[src/rtl/kvt_pkg.sv]
// shared types and codes for the key value table
`timescale 1ns / 1ps
`default_nettype none

package kvt_pkg;

  localparam int unsigned WORD_W  = 64;
  localparam int unsigned CMD_W   = 2;
  localparam int unsigned COUNT_W = 6;

  localparam logic [CMD_W-1:0] CMD_SET = 2'd0;
  localparam logic [CMD_W-1:0] CMD_DEL = 2'd1;
  localparam logic [CMD_W-1:0] CMD_GET = 2'd2;

  typedef enum logic [1:0] {
    OP_SET = 2'd0,
    OP_DEL = 2'd1,
    OP_GET = 2'd2,
    OP_BAD = 2'd3
  } op_e;

  typedef enum logic [1:0] {
    ST_OK        = 2'd0,
    ST_NOT_FOUND = 2'd1,
    ST_FULL      = 2'd2,
    ST_BAD_CMD   = 2'd3
  } status_e;

  typedef enum logic [1:0] {
    BK_CLEAR = 2'd0,
    BK_IDLE  = 2'd1,
    BK_SCAN  = 2'd2,
    BK_EXEC  = 2'd3
  } back_state_e;

  typedef struct packed {
    op_e               op;
    logic [WORD_W-1:0] key;
    logic [WORD_W-1:0] value;
  } cmd_t;

  typedef struct packed {
    status_e            status;
    logic [WORD_W-1:0]  read_value;
    logic [COUNT_W-1:0] entry_count;
  } res_t;

endpackage

`default_nettype wire

[src/rtl/key_value_table.sv]
// key value table top level
// a command passes the command queue, a scan of every entry and the result queue; a bad command skips the scan
// one command at a time: the next is taken only after the scan of every entry
//   through the single read port of the table memories and the result transfer
// reset: all control state cleared at once; a clearing pass then
//   marks every entry free, and full stays high until it is done
`timescale 1ns / 1ps
`default_nettype none

module key_value_table #(
  parameter int unsigned ENTRIES    = 32,
  parameter int unsigned KEY_BITS   = 64,
  parameter int unsigned VALUE_BITS = 64
) (
  input  wire logic                         clk_i,
  input  wire logic                         rst_ni,
  input  wire logic                         push,
  output logic                              full,
  input  wire logic [kvt_pkg::CMD_W-1:0]    cmd_i,
  input  wire logic [kvt_pkg::WORD_W-1:0]   key_i,
  input  wire logic [kvt_pkg::WORD_W-1:0]   value_i,
  output logic                              empty,
  input  wire logic                         pop,
  output logic [1:0]                        status_o,
  output logic [kvt_pkg::WORD_W-1:0]        read_value_o,
  output logic [kvt_pkg::COUNT_W-1:0]       entry_count_o
);

  logic          ready;
  logic          cmd_valid, cmd_pop;
  kvt_pkg::cmd_t cmd;
  kvt_pkg::res_t res;

  kvt_front #(
    .KEY_BITS   (KEY_BITS),
    .VALUE_BITS (VALUE_BITS)
  ) u_front (
    .clk_i       (clk_i),
    .rst_ni      (rst_ni),
    .ready_i     (ready),
    .push        (push),
    .full        (full),
    .cmd_i       (cmd_i),
    .key_i       (key_i),
    .value_i     (value_i),
    .cmd_valid_o (cmd_valid),
    .cmd_o       (cmd),
    .cmd_pop_i   (cmd_pop)
  );

  kvt_back #(
    .ENTRIES    (ENTRIES),
    .KEY_BITS   (KEY_BITS),
    .VALUE_BITS (VALUE_BITS)
  ) u_back (
    .clk_i       (clk_i),
    .rst_ni      (rst_ni),
    .ready_o     (ready),
    .cmd_valid_i (cmd_valid),
    .cmd_i       (cmd),
    .cmd_pop_o   (cmd_pop),
    .empty       (empty),
    .pop         (pop),
    .res_o       (res)
  );

  assign status_o      = res.status;
  assign read_value_o  = res.read_value;
  assign entry_count_o = res.entry_count;

endmodule

`default_nettype wire

[src/rtl/kvt_fifo.sv]
// small first-in first-out queue
`timescale 1ns / 1ps
`default_nettype none

module kvt_fifo #(
  parameter int unsigned WIDTH = 8,
  parameter int unsigned DEPTH = 2
) (
  input  wire logic             clk_i,
  input  wire logic             rst_ni,
  input  wire logic             push_i,
  input  wire logic [WIDTH-1:0] data_i,
  output logic                  full_o,
  input  wire logic             pop_i,
  output logic [WIDTH-1:0]      data_o,
  output logic                  empty_o
);

  localparam int unsigned PTR_W = (DEPTH > 1) ? $clog2(DEPTH) : 1;
  localparam int unsigned CNT_W = $clog2(DEPTH + 1);
  localparam logic [PTR_W-1:0] PTR_LAST = PTR_W'(DEPTH - 1);
  localparam logic [CNT_W-1:0] CNT_FULL = CNT_W'(DEPTH);

  logic [WIDTH-1:0] mem_q [DEPTH];
  logic [PTR_W-1:0] wr_ptr_q, wr_ptr_d;
  logic [PTR_W-1:0] rd_ptr_q, rd_ptr_d;
  logic [CNT_W-1:0] cnt_q, cnt_d;
  logic             do_push, do_pop;

  assign full_o  = (cnt_q == CNT_FULL);
  assign empty_o = (cnt_q == '0);
  assign do_push = push_i && !full_o;
  assign do_pop  = pop_i && !empty_o;
  assign data_o  = mem_q[rd_ptr_q];

  always_comb begin
    wr_ptr_d = wr_ptr_q;
    rd_ptr_d = rd_ptr_q;
    cnt_d    = cnt_q;
    if (do_push) begin
      wr_ptr_d = (wr_ptr_q == PTR_LAST) ? '0 : wr_ptr_q + 1'b1;
    end
    if (do_pop) begin
      rd_ptr_d = (rd_ptr_q == PTR_LAST) ? '0 : rd_ptr_q + 1'b1;
    end
    if (do_push && !do_pop) begin
      cnt_d = cnt_q + 1'b1;
    end else if (do_pop && !do_push) begin
      cnt_d = cnt_q - 1'b1;
    end
  end

  always_ff @(posedge clk_i or negedge rst_ni) begin
    if (!rst_ni) begin
      wr_ptr_q <= '0;
      rd_ptr_q <= '0;
      cnt_q    <= '0;
    end else begin
      wr_ptr_q <= wr_ptr_d;
      rd_ptr_q <= rd_ptr_d;
      cnt_q    <= cnt_d;
    end
  end

  always_ff @(posedge clk_i) begin
    if (do_push) begin
      mem_q[wr_ptr_q] <= data_i;
    end
  end

endmodule

`default_nettype wire

[src/rtl/kvt_front.sv]
// command intake: decode, trim to configured widths and queue
`timescale 1ns / 1ps
`default_nettype none

module kvt_front #(
  parameter int unsigned KEY_BITS   = 64,
  parameter int unsigned VALUE_BITS = 64
) (
  input  wire logic                          clk_i,
  input  wire logic                          rst_ni,
  input  wire logic                          ready_i,
  input  wire logic                          push,
  output logic                               full,
  input  wire logic [kvt_pkg::CMD_W-1:0]     cmd_i,
  input  wire logic [kvt_pkg::WORD_W-1:0]    key_i,
  input  wire logic [kvt_pkg::WORD_W-1:0]    value_i,
  output logic                               cmd_valid_o,
  output kvt_pkg::cmd_t                      cmd_o,
  input  wire logic                          cmd_pop_i
);

  localparam int unsigned CMD_BITS = $bits(kvt_pkg::cmd_t);

  kvt_pkg::cmd_t       cmd_in;
  logic [CMD_BITS-1:0] q_out;
  logic                q_full, q_empty;

  always_comb begin
    case (cmd_i)
      kvt_pkg::CMD_SET: cmd_in.op = kvt_pkg::OP_SET;
      kvt_pkg::CMD_DEL: cmd_in.op = kvt_pkg::OP_DEL;
      kvt_pkg::CMD_GET: cmd_in.op = kvt_pkg::OP_GET;
      default:          cmd_in.op = kvt_pkg::OP_BAD;
    endcase
    cmd_in.key   = kvt_pkg::WORD_W'(key_i[KEY_BITS-1:0]);
    cmd_in.value = kvt_pkg::WORD_W'(value_i[VALUE_BITS-1:0]);
  end

  // held off while the table is being cleared
  assign full = q_full || !ready_i;

  kvt_fifo #(
    .WIDTH (CMD_BITS),
    .DEPTH (2)
  ) u_cmd_q (
    .clk_i   (clk_i),
    .rst_ni  (rst_ni),
    .push_i  (push && ready_i),
    .data_i  (cmd_in),
    .full_o  (q_full),
    .pop_i   (cmd_pop_i),
    .data_o  (q_out),
    .empty_o (q_empty)
  );

  assign cmd_valid_o = !q_empty;
  assign cmd_o       = kvt_pkg::cmd_t'(q_out);

endmodule

`default_nettype wire

[src/rtl/kvt_back.sv]
// table engine: entry scan, update and result queue
`timescale 1ns / 1ps
`default_nettype none

module kvt_back #(
  parameter int unsigned ENTRIES    = 32,
  parameter int unsigned KEY_BITS   = 64,
  parameter int unsigned VALUE_BITS = 64
) (
  input  wire logic                       clk_i,
  input  wire logic                       rst_ni,
  output logic                            ready_o,
  input  wire logic                       cmd_valid_i,
  input  wire kvt_pkg::cmd_t              cmd_i,
  output logic                            cmd_pop_o,
  output logic                            empty,
  input  wire logic                       pop,
  output kvt_pkg::res_t                   res_o
);

  localparam int unsigned IDX_W    = $clog2(ENTRIES);
  localparam int unsigned CNT_W    = $clog2(ENTRIES + 1);
  localparam int unsigned RES_BITS = $bits(kvt_pkg::res_t);
  localparam logic [IDX_W-1:0] LAST    = IDX_W'(ENTRIES - 1);
  localparam logic [CNT_W-1:0] CNT_MAX = CNT_W'(ENTRIES);

  // table storage
  logic                  vld_mem [ENTRIES];
  logic [KEY_BITS-1:0]   key_mem [ENTRIES];
  logic [VALUE_BITS-1:0] val_mem [ENTRIES];

  kvt_pkg::back_state_e  state_q, state_d;
  kvt_pkg::cmd_t         cur_q;
  logic [IDX_W-1:0]      idx_q;
  logic                  issue_done_q;
  logic                  rd_en, rd_en_q;
  logic [IDX_W-1:0]      rd_idx_q;
  logic                  vld_rd_q;
  logic [KEY_BITS-1:0]   key_rd_q;
  logic [VALUE_BITS-1:0] val_rd_q;
  logic                  hit_q, free_q;
  logic [IDX_W-1:0]      hit_slot_q, free_slot_q;
  logic [VALUE_BITS-1:0] hit_val_q;
  logic [CNT_W-1:0]      count_q, count_d;

  logic                  vld_we, vld_wdata;
  logic [IDX_W-1:0]      vld_waddr;
  logic                  key_we, val_we;
  logic [IDX_W-1:0]      kv_waddr;
  logic                  res_push, res_full;
  kvt_pkg::res_t         res_d;
  logic [RES_BITS-1:0]   res_q_out;

  // next state
  always_comb begin
    state_d = state_q;
    case (state_q)
      kvt_pkg::BK_CLEAR: begin
        if (idx_q == LAST) state_d = kvt_pkg::BK_IDLE;
      end
      kvt_pkg::BK_IDLE: begin
        if (cmd_valid_i) begin
          state_d = (cmd_i.op == kvt_pkg::OP_BAD) ? kvt_pkg::BK_EXEC : kvt_pkg::BK_SCAN;
        end
      end
      kvt_pkg::BK_SCAN: begin
        if (rd_en_q && rd_idx_q == LAST) state_d = kvt_pkg::BK_EXEC;
      end
      kvt_pkg::BK_EXEC: begin
        if (!res_full) state_d = kvt_pkg::BK_IDLE;
      end
      default: state_d = kvt_pkg::BK_CLEAR;
    endcase
  end

  // outputs and command execution
  always_comb begin
    ready_o   = (state_q != kvt_pkg::BK_CLEAR);
    cmd_pop_o = (state_q == kvt_pkg::BK_IDLE) && cmd_valid_i;
    rd_en     = (state_q == kvt_pkg::BK_SCAN) && !issue_done_q;
    res_push  = (state_q == kvt_pkg::BK_EXEC) && !res_full;
    vld_we    = (state_q == kvt_pkg::BK_CLEAR);
    vld_wdata = 1'b0;
    vld_waddr = idx_q;
    key_we    = 1'b0;
    val_we    = 1'b0;
    kv_waddr  = hit_slot_q;
    count_d   = count_q;
    res_d.status     = kvt_pkg::ST_OK;
    res_d.read_value = '0;
    case (cur_q.op)
      kvt_pkg::OP_SET: begin
        if (hit_q) begin
          val_we = res_push;
        end else if (free_q) begin
          vld_we    = res_push;
          vld_wdata = 1'b1;
          vld_waddr = free_slot_q;
          key_we    = res_push;
          val_we    = res_push;
          kv_waddr  = free_slot_q;
          count_d   = count_q + 1'b1;
        end else begin
          res_d.status = kvt_pkg::ST_FULL;
        end
      end
      kvt_pkg::OP_DEL: begin
        if (hit_q) begin
          vld_we    = res_push;
          vld_waddr = hit_slot_q;
          if (count_q != '0) count_d = count_q - 1'b1;
        end
      end
      kvt_pkg::OP_GET: begin
        if (hit_q) begin
          res_d.read_value = kvt_pkg::WORD_W'(hit_val_q);
        end else begin
          res_d.status = kvt_pkg::ST_NOT_FOUND;
        end
      end
      default: res_d.status = kvt_pkg::ST_BAD_CMD;
    endcase
    res_d.entry_count = kvt_pkg::COUNT_W'(count_d);
  end

  always_ff @(posedge clk_i or negedge rst_ni) begin
    if (!rst_ni) begin
      state_q      <= kvt_pkg::BK_CLEAR;
      idx_q        <= '0;
      issue_done_q <= 1'b0;
      rd_en_q      <= 1'b0;
      hit_q        <= 1'b0;
      free_q       <= 1'b0;
      count_q      <= '0;
    end else begin
      state_q <= state_d;
      rd_en_q <= rd_en;
      if (state_q == kvt_pkg::BK_CLEAR) begin
        idx_q <= (idx_q == LAST) ? '0 : idx_q + 1'b1;
      end
      if (cmd_pop_o) begin
        idx_q        <= '0;
        issue_done_q <= 1'b0;
        hit_q        <= 1'b0;
        free_q       <= 1'b0;
      end
      if (rd_en) begin
        if (idx_q == LAST) begin
          issue_done_q <= 1'b1;
        end else begin
          idx_q <= idx_q + 1'b1;
        end
      end
      if (rd_en_q) begin
        if (vld_rd_q) begin
          if (!hit_q && key_rd_q == cur_q.key[KEY_BITS-1:0]) hit_q <= 1'b1;
        end else if (!free_q) begin
          free_q <= 1'b1;
        end
      end
      if (res_push) count_q <= count_d;
    end
  end

  // scan payload
  always_ff @(posedge clk_i) begin
    if (cmd_pop_o) cur_q <= cmd_i;
    rd_idx_q <= idx_q;
    if (rd_en_q) begin
      if (vld_rd_q) begin
        if (!hit_q && key_rd_q == cur_q.key[KEY_BITS-1:0]) begin
          hit_slot_q <= rd_idx_q;
          hit_val_q  <= val_rd_q;
        end
      end else if (!free_q) begin
        free_slot_q <= rd_idx_q;
      end
    end
  end

  // table memories
  always_ff @(posedge clk_i) begin
    if (rd_en) begin
      vld_rd_q <= vld_mem[idx_q];
      key_rd_q <= key_mem[idx_q];
      val_rd_q <= val_mem[idx_q];
    end
    if (vld_we) vld_mem[vld_waddr] <= vld_wdata;
    if (key_we) key_mem[kv_waddr]  <= cur_q.key[KEY_BITS-1:0];
    if (val_we) val_mem[kv_waddr]  <= cur_q.value[VALUE_BITS-1:0];
  end

  kvt_fifo #(
    .WIDTH (RES_BITS),
    .DEPTH (2)
  ) u_res_q (
    .clk_i   (clk_i),
    .rst_ni  (rst_ni),
    .push_i  (res_push),
    .data_i  (res_d),
    .full_o  (res_full),
    .pop_i   (pop),
    .data_o  (res_q_out),
    .empty_o (empty)
  );

  assign res_o = kvt_pkg::res_t'(res_q_out);

  a_no_write_in_scan: assert property (@(posedge clk_i) disable iff (!rst_ni)
    state_q == kvt_pkg::BK_SCAN |-> !(vld_we || key_we || val_we))
    else $error("table written during scan");

  a_count_range: assert property (@(posedge clk_i) disable iff (!rst_ni)
    count_q <= CNT_MAX)
    else $error("entry count above table size");

  a_count_only_on_transfer: assert property (@(posedge clk_i) disable iff (!rst_ni)
    !res_push |=> count_q == $past(count_q))
    else $error("entry count changed without result transfer");

  a_first_hit_kept: assert property (@(posedge clk_i) disable iff (!rst_ni)
    (state_q == kvt_pkg::BK_SCAN && hit_q && !cmd_pop_o) |=> $stable(hit_slot_q))
    else $error("matching slot changed after first hit");

endmodule

`default_nettype wire

[config.mk]
export PLATFORM = sky130hd
export DESIGN_NAME = key_value_table
export DESIGN_NICKNAME = d
export VERILOG_FILES = /design/src/rtl/kvt_pkg.sv /design/src/rtl/key_value_table.sv /design/src/rtl/kvt_fifo.sv /design/src/rtl/kvt_front.sv /design/src/rtl/kvt_back.sv
export SDC_FILE = /design/constraint.sdc
export NUM_CORES = 2
export LEC_CHECK = 0
export ABC_CLOCK_PERIOD_IN_PS = 9010
export BUFFER_PORTS_ARGS = -buffer_cell sky130_fd_sc_hd__buf_4
export CORE_UTILIZATION = 45
export CTS_BUF_LIST = sky130_fd_sc_hd__clkbuf_16
export CTS_CLUSTER_DIAMETER = 100
export DETAILED_ROUTE_END_ITERATION = 6
export PLACE_DENSITY_LB_ADDON = 0.2
export SYNTH_ARGS = -nofsm -noshare
export SYNTH_HDL_FRONTEND = slang
export SYNTH_HIERARCHICAL = 1
export SYNTH_MEMORY_MAX_BITS = 65536
export SYNTH_SLANG_ARGS = --single-unit
[constraint.sdc]
create_clock -name clk_i -period 9.01 [get_ports clk_i]
set_clock_uncertainty 0.15 [all_clocks]
set_input_delay 0 -clock clk_i [delete_from_list [all_inputs] [get_ports clk_i]]
set_output_delay 0 -clock clk_i [all_outputs]
set_load 0.02 [all_outputs]
==> impl_metrics.yaml <==
yosys:
  synth_xor_xnor_area_share_pct: 0.361
  syn_nets: 8112
  post_synth_fa_ha_maj_area_fraction_pct: 0.0746
  synth_top_area_cell: "edfxtp_1"
  number_of_synthesized_flops_with_an_enable_pin: 4865
  yosys.cell_types.count: 67
  synthesis.area_mm2: 0.185
  yosys_most_used_dff: "edfxtp_1"
  synth-simple-area-share_pct: 1.42
  synth_area_in_compound_gates_pct: 2.45
  postSynth.asyncResetShare_pct: 0.511
  ys_seq_elements: 4895
  ys_warn_count: 6
  synth_top_family_by_area: "multiplexers"
  post_synth_inst_count: 7967
  synth_mux_area_share_pct: 14.9
  portion_of_the_post_synthesis_area_used_by_sequential_elements_pct: 79.6
  synth_largest_type_area_fraction_pct: 79.2
  synth.area.top_cells: "edfxtp_1, mux4_2, mux2_4, mux2i_1, a32o_1"
  synth_area_per_cell_um2: 23.2
place:
  post-dp-hpwl_um: 256000
  port_buffers: 207
  dpl_cell_area_mm2: 0.194
  routabilityCongestion: 0.809
die:
  die-height_um: 642
  die_area_mm2: 0.413
  die-width_um: 642
  floorplan.rows: 234
  standard_cell_core_area_mm2: 0.407
  floorplan.initialDensity_pct: 45.3
  io_pins: 208
pwr:
  worst_ir_drop_vdd_uv: 347
  p_per_area_mw_per_mm2: 314
  cellLeakagePower_nw: 66.8
critical_path:
  cp.required_ns: 9.44
  path_delay_family: "simple AND/OR/NAND/NOR gates"
  slowest_delay_ns: 1.09
  path_max_fanout: 48
  cp-start-kind: "register"
  timing.setup.critical_path_class: "register to register"
  worst_setup_path_end_kind: "register"
  critical_path_cell_sequence: "nor2_1 > nand2_1 > inv_2 > mux2i_1 > nand2_1 > nor2_4 > buf_4"
  worst-endpoint-arrival_ns: 5.93
  count_of_buffer_and_inverter_cells_on_the_critical_path: 2
  crit_path_top_delay_cell: "nor2_4"
  cp_common_cell: "nand2_1"
timing:
  achievable-frequency_mhz: 182
  final.min_clock_period_ns: 5.50
  timing.final.hold_violations: 0
  worst_pin_slew_ns: 1.43
  timing_max_transition_violations_final: 0
  setup_viol: 0
  final_total_negative_setup_slack_ns: 0
  unrepaired_setup_endpoints_after_global_routing: "false"
  max_slew_headroom_pct: 3.86
  fin_crit_sh_pct: 61.1
finish:
  total_area_of_sequential_cells_mm2: 0.147
  multiInputGateArea_mm2: 0.0360
  cell_area_after_layout_mm2: 0.212
  final_net_count: 8914
  layout-drive-gt1-share_pct: 27.1
  filler_cell_count: 31289
  syn_to_final_growth_pct: 14.8
  fin_util_pct: 52.0
detailed_routing:
  topRoutingLayerUsed: "met5"
  routed_wl_um: 460000
  drt-initial-drc-count: 9082
  ant_nets: 0
  dr_wl_met2_um: 231000
  firstDrtPassIters: 7
  detail_route.wl_per_cell_um: 31.5
  routedLengthMet1_um: 186000
  remaining_drc_errors: 0
  num_vias: 86318
  detail_route.vias_per_cell: 5.91
  wl_met3_um: 29800
global_route:
  initial_antenna_violation_count: 17
  grt_first_pass_wirelength_um: 656000
  vias_in_the_first_global_route: 88661
  gr-total-overflow: 0
  grt_start_max_net_pins: 125
  globalRouteTotalUtil_pct: 22.0
hold_path:
  holdCritPathClass: "primary input to register"
status:
  run_status: "completed"
clock_tree:
  clk_transition_reported_paths_ns: 0.06
  postCtsSetupBuffers: 0
  max-clock-path-buffers: 4
  clkLatencyLatePin_ns: 1.01
  htree_num_levels: 5
  tritoncts.num_buffers: 481
  clkSinkCount: 4895
  clk_root_buffer_cell: "clkbuf_16"
  tritoncts: "yes"
flow_run:
  drv_cap: 0
[report_power, final]
group / internal (mW) / switching (mW)
clock: 11.3 / 8.52
combinational: 6.58 / 10.4
sequential: 28.5 / 1.15
total: 46.3 / 20.1
[flip-flops by register name, indices dropped and copies added, names as in the netlist, 6 cells and up]
signal and cells:
u_back/key_mem 2048, u_back/val_mem 2048, u_front/u_cmd_q/mem_q 260, u_back/u_res_q/mem_q 144, u_back/cur_q 130, u_back/hit_val_q 64
u_back/key_rd_q 64, u_back/val_rd_q 64, u_back/vld_mem 32, u_back/count_q 6
[area by class of cell]
cell class                      instances  share of cell area (%)
Inverter                               22                  0.0496
Tap cell                             5428                    3.21
Clock inverter                        402                    1.61
Clock buffer                          487                    5.75
Antenna cell                            4                 0.00472
Multi-Input combinational cell       2630                    17.0
Timing Repair Buffer                  739                    3.08
Sequential cell                      4895                    69.3
[placed cells by master (no fill, tap or decap), types with 18 or more instances in the layout]
cell           netlist  final
xor2_1              31     31
a221oi_1           130    130
and2_1              70     68
edfxtp_1          4865   4865
mux2_4             159    159
dlygate4sd3_1        0    267
nand2_1            296    296
nor2_4               0     68
nor2_1             108     41
and3_1              20     18
dfrtp_1             25     19
mux2_2              49     49
a32o_1             128    128
buf_12               7     24
xnor2_1             45     45
inv_1               21    101
buf_4               42    448
clkinv_1             0    117
a22oi_1            126    126
clkinv_2             0    106
o21ai_0             20     19
a21oi_1            136    136
bufinv_16            0     52
mux4_2            1029   1029
clkbuf_16            0    487
mux2i_1            139    139
[path summary, 6_finish.rpt]
check,startpoint,to,slack (ns),depth (start not counted)
worst min-delay path,value_i[42],u_front/u_cmd_q/mem_q[0][42],0.13,3
worst max-delay path,u_back/cur_q[128],u_back/key_mem[24][51],3.51,7
max in group asynchronous,rst_ni,u_back/idx_q[1],8.00,5
min in group asynchronous,rst_ni,u_front/u_cmd_q/wr_ptr_q,0.44,5
worst max register to register,u_back/cur_q[128],u_back/key_mem[24][51],3.51,7
worst min register to register,u_back/val_rd_q[11],u_back/hit_val_q[11],0.27,0
[Yosys cell counts (17+ instances only)]
cell         n
clkbuf_1   197
a22oi_1    126
buf_6       26
nor2_1     108
edfxtp_1  4865
and2_1      70
buf_4       42
buf_1       40
buf_2      107
a21oi_1    136
inv_1       21
a32o_1     128
mux4_2    1029
a221oi_1   130
nand4_1     17
mux2i_1    139
xnor2_1     45
nand2_1    296
and3_1      20
dfrtp_1     25
o21ai_0     20
mux2_4     159
mux2_2      49
xor2_1      31
[worst reg2reg max path: stages, from the launching register on]
cell and delay [ns]:
edfxtp_1 0.69, nor2_1 0.30, nand2_1 0.21, inv_2 0.57, mux2i_1 0.43, nand2_1 0.68, nor2_4 1.10, buf_4 0.88
[metrics by stage]
step                      setup WS (ns)  instances  hold WS [ns]  power, mW
final                              3.51      14607         0.130       66.4
after global routing               3.25      14605        0.0820       68.7
after CTS                          3.53      14603        0.0400       67.1
after detailed placement           3.58      13446        -0.173       47.3
after global placement             3.64      13446        -0.179       47.0
after floorplan                    1.75       7967        -0.446       40.7
[what timing repair did]
item | CTS | global route
hold buffers | 268 | 0
endpoints found under the hold margin | 400 | 0
resized for setup | 0 | 0
[routing by layer]
metal | up-vias | GRT usage (%)
li1 | 35484 | -
met1 | 46869 | 30.5
met2 | 3341 | 37.3
met3 | 620 | 2.73
met4 | 4 | 5.70
met5 | - | 0
[kinds of logic after synthesis]
group,Yosys count
flops,4895
compound gates,588
buf+inv,442
xor+xnor,76
mux,1376
fa+ha+maj,11
simple gates,579
(Power assumes the default switching activity.)
